$ cat src/rtl/beti_pkg.sv
`timescale 1ns / 1ps
package beti_pkg;

   localparam int TempBinsDefault = 256;
   localparam int TotW            = 40;
   localparam int OutW            = 48;
   localparam int CfgAddrW        = 3;
   localparam int CfgDataW        = 32;
   localparam int ReqDataW        = 128;
   localparam int RspDataW        = 48;

   localparam logic [31:0] Log10Of2Q32 = 32'd1292913986;
   localparam logic [TotW-1:0] TotMax = {TotW{1'b1}};
   localparam logic [OutW-1:0] OutMax = {OutW{1'b1}};

   // Register indexes of the configuration port.
   typedef enum logic [CfgAddrW-1:0] {
      CSR_LOG_TEMP_MIN  = 3'd0,
      CSR_LOG_TEMP_MAX  = 3'd1,
      CSR_INV_BIN_WIDTH = 3'd2,
      CSR_BAND_LOW      = 3'd3,
      CSR_BAND_HIGH     = 3'd4,
      CSR_DENSITY_SCALE = 3'd5,
      CSR_RESULT_SHIFT  = 3'd6,
      CSR_EMIS_FLOOR    = 3'd7
   } csr_index_type;

   typedef enum logic {
      OP_ACCUM = 1'b0,
      OP_CELL  = 1'b1
   } opcode_type;

   // Back-end sequencer states.
   typedef enum logic [3:0] {
      ST_IDLE,
      ST_CLEAR,
      ST_LOG,
      ST_SCALE,
      ST_POS,
      ST_RD0,
      ST_RD1,
      ST_INTERP,
      ST_MUL,
      ST_SHIFT,
      ST_OUT,
      ST_ACC_RD,
      ST_ACC_WR
   } back_state_type;

   // Classified item passed from the front end to the back end.
   typedef struct packed {
      opcode_type  op;
      logic [7:0]  bin;
      logic [31:0] value;
      logic [31:0] density;
   } work_item_type;

   // Configuration snapshot.
   typedef struct packed {
      logic [24:0] log_temp_min;
      logic [24:0] log_temp_max;
      logic [23:0] inv_bin_width;
      logic [23:0] band_low_kev;
      logic [23:0] band_high_kev;
      logic [31:0] density_scale;
      logic [5:0]  result_shift;
      logic [31:0] emissivity_floor;
   } csr_type;

endpackage

$ cat src/rtl/beti_front.sv
`timescale 1ns / 1ps
module beti_front
   import beti_pkg::*;
#(
   parameter int TempBins = TempBinsDefault
) (
   input  logic                clock,
   input  logic                reset,
   input  logic                req_tvalid,
   output logic                req_tready,
   input  logic [ReqDataW-1:0] req_tdata,
   input  logic                req_tuser,
   input  csr_type             csr,
   output logic                q_valid,
   input  logic                q_pop,
   output work_item_type       q_item
);

   localparam int QDepth = 2;

   work_item_type slot_ff [QDepth];
   work_item_type slot_in;
   logic [1:0]    count_ff, count_in;
   logic          rd_ptr_ff, rd_ptr_in, wr_ptr_ff, wr_ptr_in;
   logic          push, keep;
   logic [23:0]   energy;
   logic [7:0]    bin;

   assign req_tready = (count_ff != 2'd2);
   assign bin        = req_tdata[7:0];
   assign energy     = req_tdata[31:8];

   // Accumulate beats outside the band or past the table are dropped here.
   always_comb begin
      keep = 1'b1;
      if (req_tuser == OP_ACCUM) begin
         keep = (energy > csr.band_low_kev) && (energy < csr.band_high_kev)
                && ({24'd0, bin} < 32'(TempBins));
      end
      slot_in.op      = opcode_type'(req_tuser);
      slot_in.bin     = bin;
      slot_in.value   = (req_tuser == OP_ACCUM) ? req_tdata[63:32] : req_tdata[95:64];
      slot_in.density = req_tdata[127:96];
   end

   assign push      = req_tvalid && req_tready && keep;
   assign rd_ptr_in = rd_ptr_ff ^ q_pop;
   assign wr_ptr_in = wr_ptr_ff ^ push;
   assign count_in  = count_ff + {1'b0, push} - {1'b0, q_pop};

   // Queue pointers and fill count.
   always_ff @(posedge clock) begin
      if (reset) begin
         count_ff  <= 2'd0;
         rd_ptr_ff <= 1'b0;
         wr_ptr_ff <= 1'b0;
      end else begin
         count_ff  <= count_in;
         rd_ptr_ff <= rd_ptr_in;
         wr_ptr_ff <= wr_ptr_in;
      end
   end

   // Queue payload.
   always_ff @(posedge clock) begin
      if (push) begin
         slot_ff[wr_ptr_ff] <= slot_in;
      end
   end

   assign q_valid = (count_ff != 2'd0);
   assign q_item  = slot_ff[rd_ptr_ff];

endmodule

$ cat config.mk
export PLATFORM = sky130hd
export DESIGN_NAME = beti_front
export DESIGN_NICKNAME = d
export VERILOG_FILES = /design/src/rtl/beti_pkg.sv /design/src/rtl/beti_front.sv
export SDC_FILE = /design/constraint.sdc
export NUM_CORES = 1
export LEC_CHECK = 0
export BUFFER_PORTS_ARGS = -buffer_cell sky130_fd_sc_hd__buf_4
export CORE_AREA = 2 2 157 159
export CTS_CLUSTER_DIAMETER = 50
export DETAILED_ROUTE_END_ITERATION = 8
export DIE_AREA = 0 0 159 161
export GPL_TIMING_DRIVEN = 0
export PLACE_DENSITY = 0.65
export SYNTH_ARGS = -nofsm -noshare
export SYNTH_HDL_FRONTEND = slang
export SYNTH_SLANG_ARGS = --single-unit
$ cat constraint.sdc
create_clock -name clock -period 4.35 [get_ports clock]
set_input_delay 0.87 -clock clock [delete_from_list [all_inputs] [get_ports clock]]
set_output_delay 0.87 -clock clock [all_outputs]
set_load 0.03 [all_outputs]
==> results of run 1 <==
path summary, 6_finish.rpt:
| check | from | end | slack [ns] | depth (start not counted) |
|---|---|---|---|---|
| min reg2reg | count_ff[1] | count_ff[1] | 0.54 | 2 |
| max | req_tdata[10] | slot_ff[1][53] | 0.77 | 10 |
| min | count_ff[1] | count_ff[1] | 0.54 | 2 |
| max reg2reg | count_ff[0] | slot_ff[1][53] | 1.21 | 7 |
area by class of cell:
cell class,count,area (um2),area share (%)
clock buffer,18,429,4.28
clock inverter,14,159,1.59
timing repair buffer,257,1970,19.6
sequential,150,4460,44.5
inverter,50,188,1.87
buffer,12,52.6,0.524
tap,324,405,4.04
multi-input combinational,242,2360,23.5
cells in the mapped netlist:
cell type / n / share of area, %
edfxtp_1: 146 / 62
mux2_2: 105 / 17
ha_1: 51 / 9.1
inv_1: 50 / 2.7
a21oi_1: 17 / 1.2
nand2_1: 17 / 0.91
nor2_1: 10 / 0.53
buf_2: 6 / 0.43
clkbuf_1: 6 / 0.32
o21ai_0: 5 / 0.36
dfxtp_1: 4 / 1.1
nand3_1: 4 / 0.28
nand4_1: 4 / 0.36
o211ai_1: 3 / 0.32
a2111oi_0: 2 / 0.25
a211o_1: 2 / 0.25
a31oi_1: 2 / 0.18
and4_1: 2 / 0.25
nand2b_1: 2 / 0.18
nor2b_1: 2 / 0.18
xnor2_1: 2 / 0.25
a211oi_1: 1 / 0.11
a21o_1: 1 / 0.11
a221oi_1: 1 / 0.12
nand4_2: 1 / 0.18
nand4_4: 1 / 0.30
nor3_1: 1 / 0.071
nor4_1: 1 / 0.089
nor4_4: 1 / 0.30
o32a_1: 1 / 0.14
o32ai_1: 1 / 0.12
or2_2: 1 / 0.089
xor2_1: 1 / 0.12
flip-flops by register name (all words and copies together), names as in the netlist:
| register | cells |
|---|---|
| count_ff | 2 |
| slot_ff | 146 |
| wr_ptr_ff | 1 |
| rd_ptr_ff | 1 |
where the power goes:
part | total, W | switching [W] | internal [W]
logic | 0.00108 | 0.000610 | 0.000466
clock network | 0.00145 | 0.000633 | 0.000815
registers | 0.00182 | 0.0000347 | 0.00179
stage by stage:
| stage | total power, W | hold WS (ns) | cells |
|---|---|---|---|
| after floorplan | 0.00247 | 0.499 | 454 |
| after global placement | 0.00293 | 0.525 | 1033 |
| after detailed placement | 0.00295 | 0.530 | 1035 |
| after CTS | 0.00441 | 0.553 | 1067 |
| after global routing | 0.00454 | 0.569 | 1067 |
| final | 0.00434 | 0.541 | 1067 |
logic make-up after synthesis:
logic type,after synthesis
XOR/XNOR,3
AO/OA/AOI/OAI,36
AND/OR/NAND/NOR,47
adder cells (fa/ha/maj),51
flip-flops,150
multiplexers,105
buffers and inverters,62
cells in the final DEF, fill, tap and decap left out, types with 5 or more instances in the layout:
| master | Yosys | final |
|---|---|---|
| nand2_1 | 17 | 17 |
| nor2_1 | 10 | 10 |
| clkbuf_16 | 0 | 17 |
| a21oi_1 | 17 | 17 |
| ha_1 | 51 | 49 |
| inv_1 | 50 | 50 |
| clkbuf_1 | 6 | 7 |
| buf_4 | 0 | 255 |
| mux2_2 | 105 | 105 |
| buf_2 | 6 | 6 |
| o21ai_0 | 5 | 5 |
| edfxtp_1 | 146 | 146 |
metal layers:
layer | vias to the layer above | global-route usage [%]
li1 | 2258 | -
met1 | 2176 | 17.2
met2 | 203 | 22.8
met3 | 14 | 4.88
met4 | 0 | 3.80
met5 | - | 0
tightest hold or removal path, cell delays in order (launching register included):
cell     delay (ns)
dfxtp_1        0.36
xnor2_1        0.08
nor2_1         0.07
==> impl_metrics.py, run 1 <==
metrics = {
    "run_status": {
        "status": "finished, final reports clean",
    },
    "yosys": {
        "ys_seq_elements": 150,
        "ys_types": 33,
        "synthMuxAreaShare_pct": 16.8,
        "synth_top_family_by_area": "multiplexers",
        "synth_compound_area_share_pct": 3.17,
        "syn_inst": 454,
        "ys_warn_count": 0,
        "syn_area_um2": 7040,
        "synthSimpleGateAreaFrac_pct": 3.72,
        "synthAdderAreaFrac_pct": 9.07,
        "synthXorXnorAreaFrac_pct": 0.373,
        "avgSynthCellArea_um2": 15.5,
        "syn_nets": 830,
        "yosysSeqAreaShare_pct": 63.5,
    },
    "die": {
        "core_area_um2": 24000,
        "num_rows": 57,
        "fp.dieH_um": 161,
        "ios": 400,
        "initial_core_util_pct": 29.4,
        "die-area_um2": 25600,
        "die_x_um": 159,
    },
    "clocking": {
        "cts_resized": 0,
        "cts_sinks": 150,
        "root_buffer": "clkbuf_16",
        "ctsHoldBuffers": 0,
        "clk_path_buf_depth": 2,
        "cts_buffers": 17,
        "worstSkewPairLatency_ns": 0.42,
        "htree_num_levels": 4,
        "cts.clk_slew.worst_paths_ns": 0.06,
        "cts_setup_buffers": 0,
        "cts_tree": "yes",
    },
    "detailed_routing": {
        "vias_per_cell": 4.36,
        "ant_nets": 0,
        "wl_met2_um": 8370,
        "wl_met1_um": 7690,
        "drc": 0,
        "drt_wl_total_um": 17600,
        "firstDrtPassIters": 4,
        "met3_wirelength_um": 1360,
        "drt_iter0_markers": 193,
        "wire_per_inst_um": 16.5,
        "vias": 4651,
        "maxUsedRoutingLayer": "met4",
    },
    "sta": {
        "finalWorstSetupSlack_ns": 0.767,
        "tns_ns": 0,
        "finalMaxSlewViolations": 0,
        "rsz0062_at_grt": "false",
        "hold_viol": 0,
        "fin_crit_ns": 3.58,
        "min_period_over_period_pct": 82.4,
        "fmax_mhz": 279,
        "skew_ns": 0.00801,
        "worst_pin_slew_ns": 0.828,
        "slew_headroom_pct": 44.8,
        "setup_viol": 0,
    },
    "worst_setup_path": {
        "cp-start-kind": "input port",
        "slowest_stage": "o32ai_1",
        "crit_family": "compound AO/OA/AOI/OAI gates",
        "required_ns": 4.44,
        "worst-path-buf-inv": 2,
        "crit_chain": "buf_4 > ha_1 > a211o_1 > a31oi_1 > nor4_1 > o211ai_1 > nand3_1 > o32ai_1 > ha_4 > buf_16",
        "cp-end-kind": "flip-flop",
        "slowest_delay_ns": 0.63,
        "critPathKind": "input port to flip-flop",
        "critPathMaxFanout": 42,
        "arrival_ns": 3.68,
    },
    "run": {
        "drv_cap": 0,
    },
    "finish": {
        "fillers": 2289,
        "area_delta_synth_final_pct": 42.5,
        "num_antenna_cells": 0,
        "final_area_um2": 10000,
        "drive_gt1_share_pct": 54.5,
        "fin_nets": 1106,
        "utilization_pct": 41.8,
    },
    "global_routing": {
        "overflow": 0,
        "grt_pass1_vias": 4941,
        "antenna_found_initial": 0,
        "track_usage_pct": 13.8,
        "grt_first_pass_wirelength_um": 26900,
        "grt_max_degree": 43,
    },
    "placement": {
        "portBuffers": 255,
        "dp_slack_ns": 0.279,
        "post_dp_cell_area_um2": 9440,
        "routabilityCongestion": 0.816,
        "hpwl_um": 13400,
    },
    "power": {
        "vdd_drop_max_uv": 244,
        "powerDensity_nw_per_um2": 433,
        "power.leakage_nw": 4.17,
    },
    "worst_hold_path": {
        "hp-class": "flip-flop to flip-flop",
    },
}
Note: power is estimated with default switching activity, not from simulation.
==> run 2: changes to the inputs <==
--- a/config.mk
+++ b/config.mk
@@ -5,11 +5,12 @@
 export SDC_FILE = /design/constraint.sdc
 export NUM_CORES = 1
 export LEC_CHECK = 0
+export ABC_AREA = 1
 export BUFFER_PORTS_ARGS = -buffer_cell sky130_fd_sc_hd__buf_4
-export CORE_AREA = 2 2 157 159
+export CORE_AREA = 2 2 154 156
 export CTS_CLUSTER_DIAMETER = 50
 export DETAILED_ROUTE_END_ITERATION = 8
-export DIE_AREA = 0 0 159 161
+export DIE_AREA = 0 0 156 158
 export GPL_TIMING_DRIVEN = 0
 export PLACE_DENSITY = 0.65
 export SYNTH_ARGS = -nofsm -noshare
==> constraint.sdc (replaced) <==
create_clock -name clock -period 3.35 [get_ports clock]
set_input_delay 0.67 -clock clock [delete_from_list [all_inputs] [get_ports clock]]
set_output_delay 0.67 -clock clock [all_outputs]
set_load 0.03 [all_outputs]
==> impl_metrics.py, run 2 <==
metrics = {
    "run_status": {
        "status": "finished, final reports clean",
    },
    "detailed_routing": {
        "vias_per_cell": 4.32,
        "ant_nets": 0,
        "vias": 5028,
        "firstDrtPassIters": 6,
        "drc": 0,
        "wire_per_inst_um": 14.6,
        "drt_iter0_markers": 171,
        "drt_wl_total_um": 17000,
    },
    "clocking": {
        "cts_resized": 0,
        "root_buffer": "clkbuf_16",
        "cts_setup_buffers": 0,
        "cts_buffers": 17,
        "worstSkewPairLatency_ns": 0.42,
        "clk_path_buf_depth": 2,
        "cts.clk_slew.worst_paths_ns": 0.07,
        "ctsHoldBuffers": 0,
        "cts_tree": "yes",
        "htree_num_levels": 4,
        "cts_sinks": 150,
    },
    "global_routing": {
        "overflow": 0,
        "met1_usage_pct": 17.1,
        "grt_first_pass_wirelength_um": 25200,
        "antenna_found_initial": 0,
        "grt_pass1_vias": 4866,
        "met2_usage_pct": 21.3,
        "track_usage_pct": 13.6,
        "grt.busiest_layer": "met2",
        "grt_max_degree": 58,
        "grt_use_met3_pct": 5.58,
    },
    "finish": {
        "final_area_um2": 10100,
        "layout_commonest_cell": "buf_4",
        "largest_reg_flops": 146,
        "largest_register": "slot_ff",
        "num_antenna_cells": 0,
        "reg_top3": "slot_ff x146, count_ff x2",
        "layout_common_cells": "261 x buf_4, 169 x nand2_1, 146 x edfxtp_1, 73 x mux2_1, 69 x inv_1",
        "drive_gt1_share_pct": 35.6,
        "area_delta_synth_final_pct": 40.9,
        "fin_nets": 1237,
    },
    "sta": {
        "min_period_over_period_pct": 82.5,
        "skew_ns": 0.00652,
        "finalMaxSlewViolations": 0,
        "slew_headroom_pct": 69.4,
        "rsz0062_at_grt": "false",
        "worst_pin_slew_ns": 0.459,
        "fmax_mhz": 362,
        "setup_viol": 0,
        "fin_crit_ns": 2.76,
        "hold_viol": 0,
        "tns_ns": 0,
    },
    "yosys": {
        "syn_nets": 961,
        "yosysMostFrequentCell": "nand2_1",
        "syn_inst": 585,
        "synthTopCellsByArea": "edfxtp_1 61%, mux2_1 11%, ha_1 8.9%",
        "yosysTopAreaCellShare_pct": 61.0,
        "syn_area_um2": 7190,
        "ys_warn_count": 0,
        "async_flop_share_pct": 0,
        "ys_types": 23,
        "synth_ff_type": "edfxtp_1",
        "avgSynthCellArea_um2": 12.3,
        "netlist_top_cells_count": "169 x nand2_1, 146 x edfxtp_1, 73 x mux2_1",
        "yosysSeqAreaShare_pct": 62.1,
        "yosys.area.top_type": "edfxtp_1",
        "ys_seq_elements": 150,
        "synth_edf_count": 146,
    },
    "placement": {
        "hpwl_um": 12800,
        "post_dp_cell_area_um2": 9550,
        "routabilityCongestion": 0.767,
        "portBuffers": 255,
    },
    "die": {
        "ios": 400,
        "fp.dieH_um": 158,
        "initial_core_util_pct": 31.2,
        "die-area_um2": 24600,
        "num_rows": 56,
        "die_x_um": 156,
        "core_area_um2": 23100,
    },
    "worst_setup_path": {
        "slowest_delay_ns": 0.39,
        "crit_top_cell": "nand2_1",
        "worst-path-buf-inv": 2,
        "crit_chain": "buf_4 > ha_1 > nand2_1 > nand2_1 > nand2_1 > nand2_1 > a21oi_1 > nand2_1 > nor2_1 > nand3_2 > a21oi_1 > ha_4 > buf_16",
        "cp-start-kind": "input port",
        "critPathKind": "input port to flip-flop",
        "required_ns": 3.44,
        "cp-end-kind": "flip-flop",
        "critPathMaxFanout": 57,
        "crit_family": "adder cells",
        "arrival_ns": 2.85,
        "slowest_stage": "ha_4",
    },
    "run": {
        "drv_cap": 0,
    },
    "worst_hold_path": {
        "hp-class": "input port to flip-flop",
    },
    "power": {
        "power.leakage_nw": 4.58,
        "finalPower_w": 0.00525,
        "powerDensity_nw_per_um2": 518,
        "vdd_drop_max_uv": 290,
    },
}
run 2: cell count changes after synthesis, sizes merged, moves of 3 or more:
cell / before / now
o211ai: 3 / 0
nor2: 10 / 19
o21ai: 5 / 1
nand2: 17 / 170
mux2: 105 / 73
inv: 50 / 75
nand4: 6 / 1
run 2: worst paths after layout:
kind / from / endpoint / slack (ns) / cells past startpoint
max: req_tdata[25] / slot_ff[0][16] / 0.59 / 13
min: req_tdata[125] / slot_ff[0][29] / 0.43 / 1
max reg2reg: count_ff[0] / slot_ff[0][16] / 1.34 / 6
min reg2reg: count_ff[0] / count_ff[0] / 0.60 / 3
run 2: power by group:
part / switching [W] / total [W] / internal, W
registers: 0.0000286 / 0.00226 / 0.00223
clock network: 0.000875 / 0.00187 / 0.000997
logic: 0.000646 / 0.00112 / 0.000475
total: 0.00155 / 0.00525 / 0.00370
run 2: layout make-up:
| type | count | area, um2 |
|---|---|---|
| Sequential cell | 150 | 4460 |
| Clock inverter | 15 | 161 |
| Multi-Input combinational cell | 344 | 2390 |
| Buffer | 15 | 81.3 |
| Clock buffer | 17 | 425 |
| Tap cell | 290 | 363 |
| Inverter | 76 | 285 |
| Timing Repair Buffer | 257 | 1970 |
| Fill cell | 2148 | 12900 |
run 2: routing by layer:
layer	wire length (um)	share of wire, %	vias up
li1	-	-	2538
met5	0	0	-
met4	202	1.2	0
met3	1610	9.4	12
met2	7660	45	183
met1	7540	44	2295
run 2: cell families after synthesis:
| logic type | after synthesis | share of synthesized area (%) |
|---|---|---|
| AO/OA/AOI/OAI | 20 | 1.46 |
| multiplexers | 73 | 11.4 |
| buffers and inverters | 91 | 5.10 |
| adder cells (fa/ha/maj) | 51 | 8.87 |
| XOR/XNOR | 2 | 0.244 |
| AND/OR/NAND/NOR | 198 | 10.8 |
| flip-flops | 150 | 62.1 |
run 2: through the flow:
stage | utilization [%] | hold slack, ns | cells | worst slack (ns)
6_report | 44.0 | 0.429 | 1164 | 0.588
5_1_grt | 44.0 | 0.404 | 1164 | 0.394
4_1_cts | 44.0 | 0.402 | 1164 | 0.569
3_5_place_dp | 41.4 | 0.593 | 1132 | 0.131
3_3_place_gp | 41.1 | 0.541 | 1130 | -1.94
2_1_floorplan | - | 0.532 | 585 | -0.558
==> run 3: changes to the inputs <==
==> constraint.sdc (replaced) <==
create_clock -name clock -period 2.85 [get_ports clock]
set_input_delay 0.57 -clock clock [delete_from_list [all_inputs] [get_ports clock]]
set_output_delay 0.57 -clock clock [all_outputs]
set_load 0.03 [all_outputs]
==> impl_metrics.py, run 3 (same netlist as run 2, synthesis figures left out) <==
metrics = {
    "run_status": {
        "status": "finished, final reports clean",
    },
    "sta": {
        "rsz0062_at_grt": "false",
        "worst_pin_slew_ns": 0.626,
        "fin_crit_ns": 2.52,
        "holdWs_ns": 0.321,
        "min_period_over_period_pct": 88.6,
        "fmax_mhz": 396,
        "skew_ns": 0.00914,
        "slew_headroom_pct": 58.3,
        "hold_viol": 0,
        "setup_viol": 0,
        "finalMaxSlewViolations": 0,
    },
    "worst_setup_path": {
        "crit_family": "adder cells",
        "crit_chain": "buf_4 > ha_1 > a21oi_1 > nand2_1 > a21oi_1 > nand2_1 > nor2_1 > nand3_2 > a21oi_2 > ha_4 > buf_16",
        "required_ns": 2.95,
        "worst-path-buf-inv": 2,
        "slowest_stage": "ha_4",
        "cp-start-kind": "input port",
        "slowest_delay_ns": 0.38,
        "critPathMaxFanout": 45,
        "arrival_ns": 2.63,
        "critPathKind": "input port to flip-flop",
        "cp-end-kind": "flip-flop",
    },
    "detailed_routing": {
        "vias_per_cell": 4.35,
        "drc": 0,
        "drt_wl_total_um": 18200,
        "drt_iter0_markers": 212,
        "vias": 5070,
        "wire_per_inst_um": 15.6,
        "ant_nets": 0,
        "firstDrtPassIters": 4,
    },
    "finish": {
        "final_area_um2": 10200,
        "area_delta_synth_final_pct": 41.7,
        "fin_nets": 1239,
        "layout_commonest_cell": "buf_4",
        "drive_gt1_share_pct": 35.7,
        "largest_reg_flops": 146,
        "num_antenna_cells": 0,
        "largest_register": "slot_ff",
        "reg_top3": "slot_ff x146, count_ff x2",
        "layout_common_cells": "261 x buf_4, 169 x nand2_1, 146 x edfxtp_1, 73 x mux2_1, 69 x inv_1",
        "fillers": 2131,
    },
    "global_routing": {
        "overflow": 0,
        "track_usage_pct": 14.2,
        "grt_max_degree": 46,
        "antenna_found_initial": 1,
        "grt_first_pass_wirelength_um": 26000,
        "grt_pass1_vias": 4910,
    },
    "die": {
        "fp.dieH_um": 158,
        "num_rows": 56,
        "core_area_um2": 23100,
        "initial_core_util_pct": 31.2,
        "ios": 400,
        "die-area_um2": 24600,
        "die_x_um": 156,
    },
    "placement": {
        "portBuffers": 255,
        "hpwl_um": 13700,
        "post_dp_cell_area_um2": 9550,
        "routabilityCongestion": 0.799,
    },
    "clocking": {
        "worstSkewPairLatency_ns": 0.43,
        "cts.clk_slew.worst_paths_ns": 0.07,
        "cts_tree": "yes",
        "root_buffer": "clkbuf_16",
        "clk_path_buf_depth": 2,
        "htree_num_levels": 4,
        "ctsHoldBuffers": 0,
        "cts_buffers": 17,
        "cts_sinks": 150,
    },
    "power": {
        "powerDensity_nw_per_um2": 620,
        "vdd_drop_max_uv": 378,
        "power.leakage_nw": 4.61,
    },
    "run": {
        "drv_cap": 0,
    },
    "worst_hold_path": {
        "hp-class": "input port to flip-flop",
    },
}
## run 3: cell types whose count changed in the layout (fill, tap and decap cells not counted)
cell,change
a21oi_2,+1
clkinv_8,-2
inv_6,+1
clkbuf_1,+1
a21oi_1,-1
clkinvlp_4,-2
bufinv_16,+2
buf_8,+2
inv_8,-1
clkinv_4,+1
## run 3: final cells by class
class | instances | area (um2) | area share, %
clock buffers | 18 | 429 | 4.21
inverters | 76 | 285 | 2.80
plain buffers | 15 | 81.3 | 0.798
flip-flops and latches | 150 | 4460 | 43.8
repair buffers | 259 | 2000 | 19.6
well taps | 290 | 363 | 3.56
multi-input cells | 344 | 2390 | 23.4
clock inverters | 14 | 180 | 1.77
## run 3: path summary, 6_finish.rpt
kind	endpoint	from	cells after the start	slack [ns]
min reg2reg	count_ff[1]	count_ff[1]	3	0.59
max reg2reg	slot_ff[0][49]	count_ff[0]	6	0.97
max	slot_ff[0][49]	req_tdata[27]	11	0.33
min	slot_ff[0][17]	req_tdata[113]	1	0.32
## run 3: metrics by stage
stage / cells / utilization, % / TNS, ns / worst slack, ns / total power [W]
CTS: 1164 / 44.1 / 0 / 0.0611 / 0.00638
floorplan: 585 / - / -29.50 / -0.202 / 0.00344
global route: 1166 / 44.2 / 0 / 0.0870 / 0.00659
detailed placement: 1132 / 41.4 / -39.21 / -0.389 / 0.00406
finish: 1166 / 44.2 / 0 / 0.326 / 0.00632
global placement: 1130 / 41.1 / -157.11 / -1.08 / 0.00402
## run 3: where the power goes
part           internal (W)  leakage, nW  switching [W]
logic              0.000568         2.94       0.000781
clock network       0.00133        0.293       0.000982
registers           0.00262         1.38      0.0000333
## run 3: metal layers
metal / routed length [um] / track usage, % / share of wire, % / vias up
li1: - / - / - / 2540
met1: 7770 / 17.7 / 43 / 2293
met2: 8190 / 22.3 / 45 / 208
met3: 1920 / 6.19 / 11 / 27
met4: 301 / 4.59 / 1.7 / 2
met5: 13 / 0 / 0.071 / -
## run 3: repair_timing
item,4_1_cts,5_1_grt
setup endpoints to repair,0,90
setup buffers,0,2
resized for setup,0,1
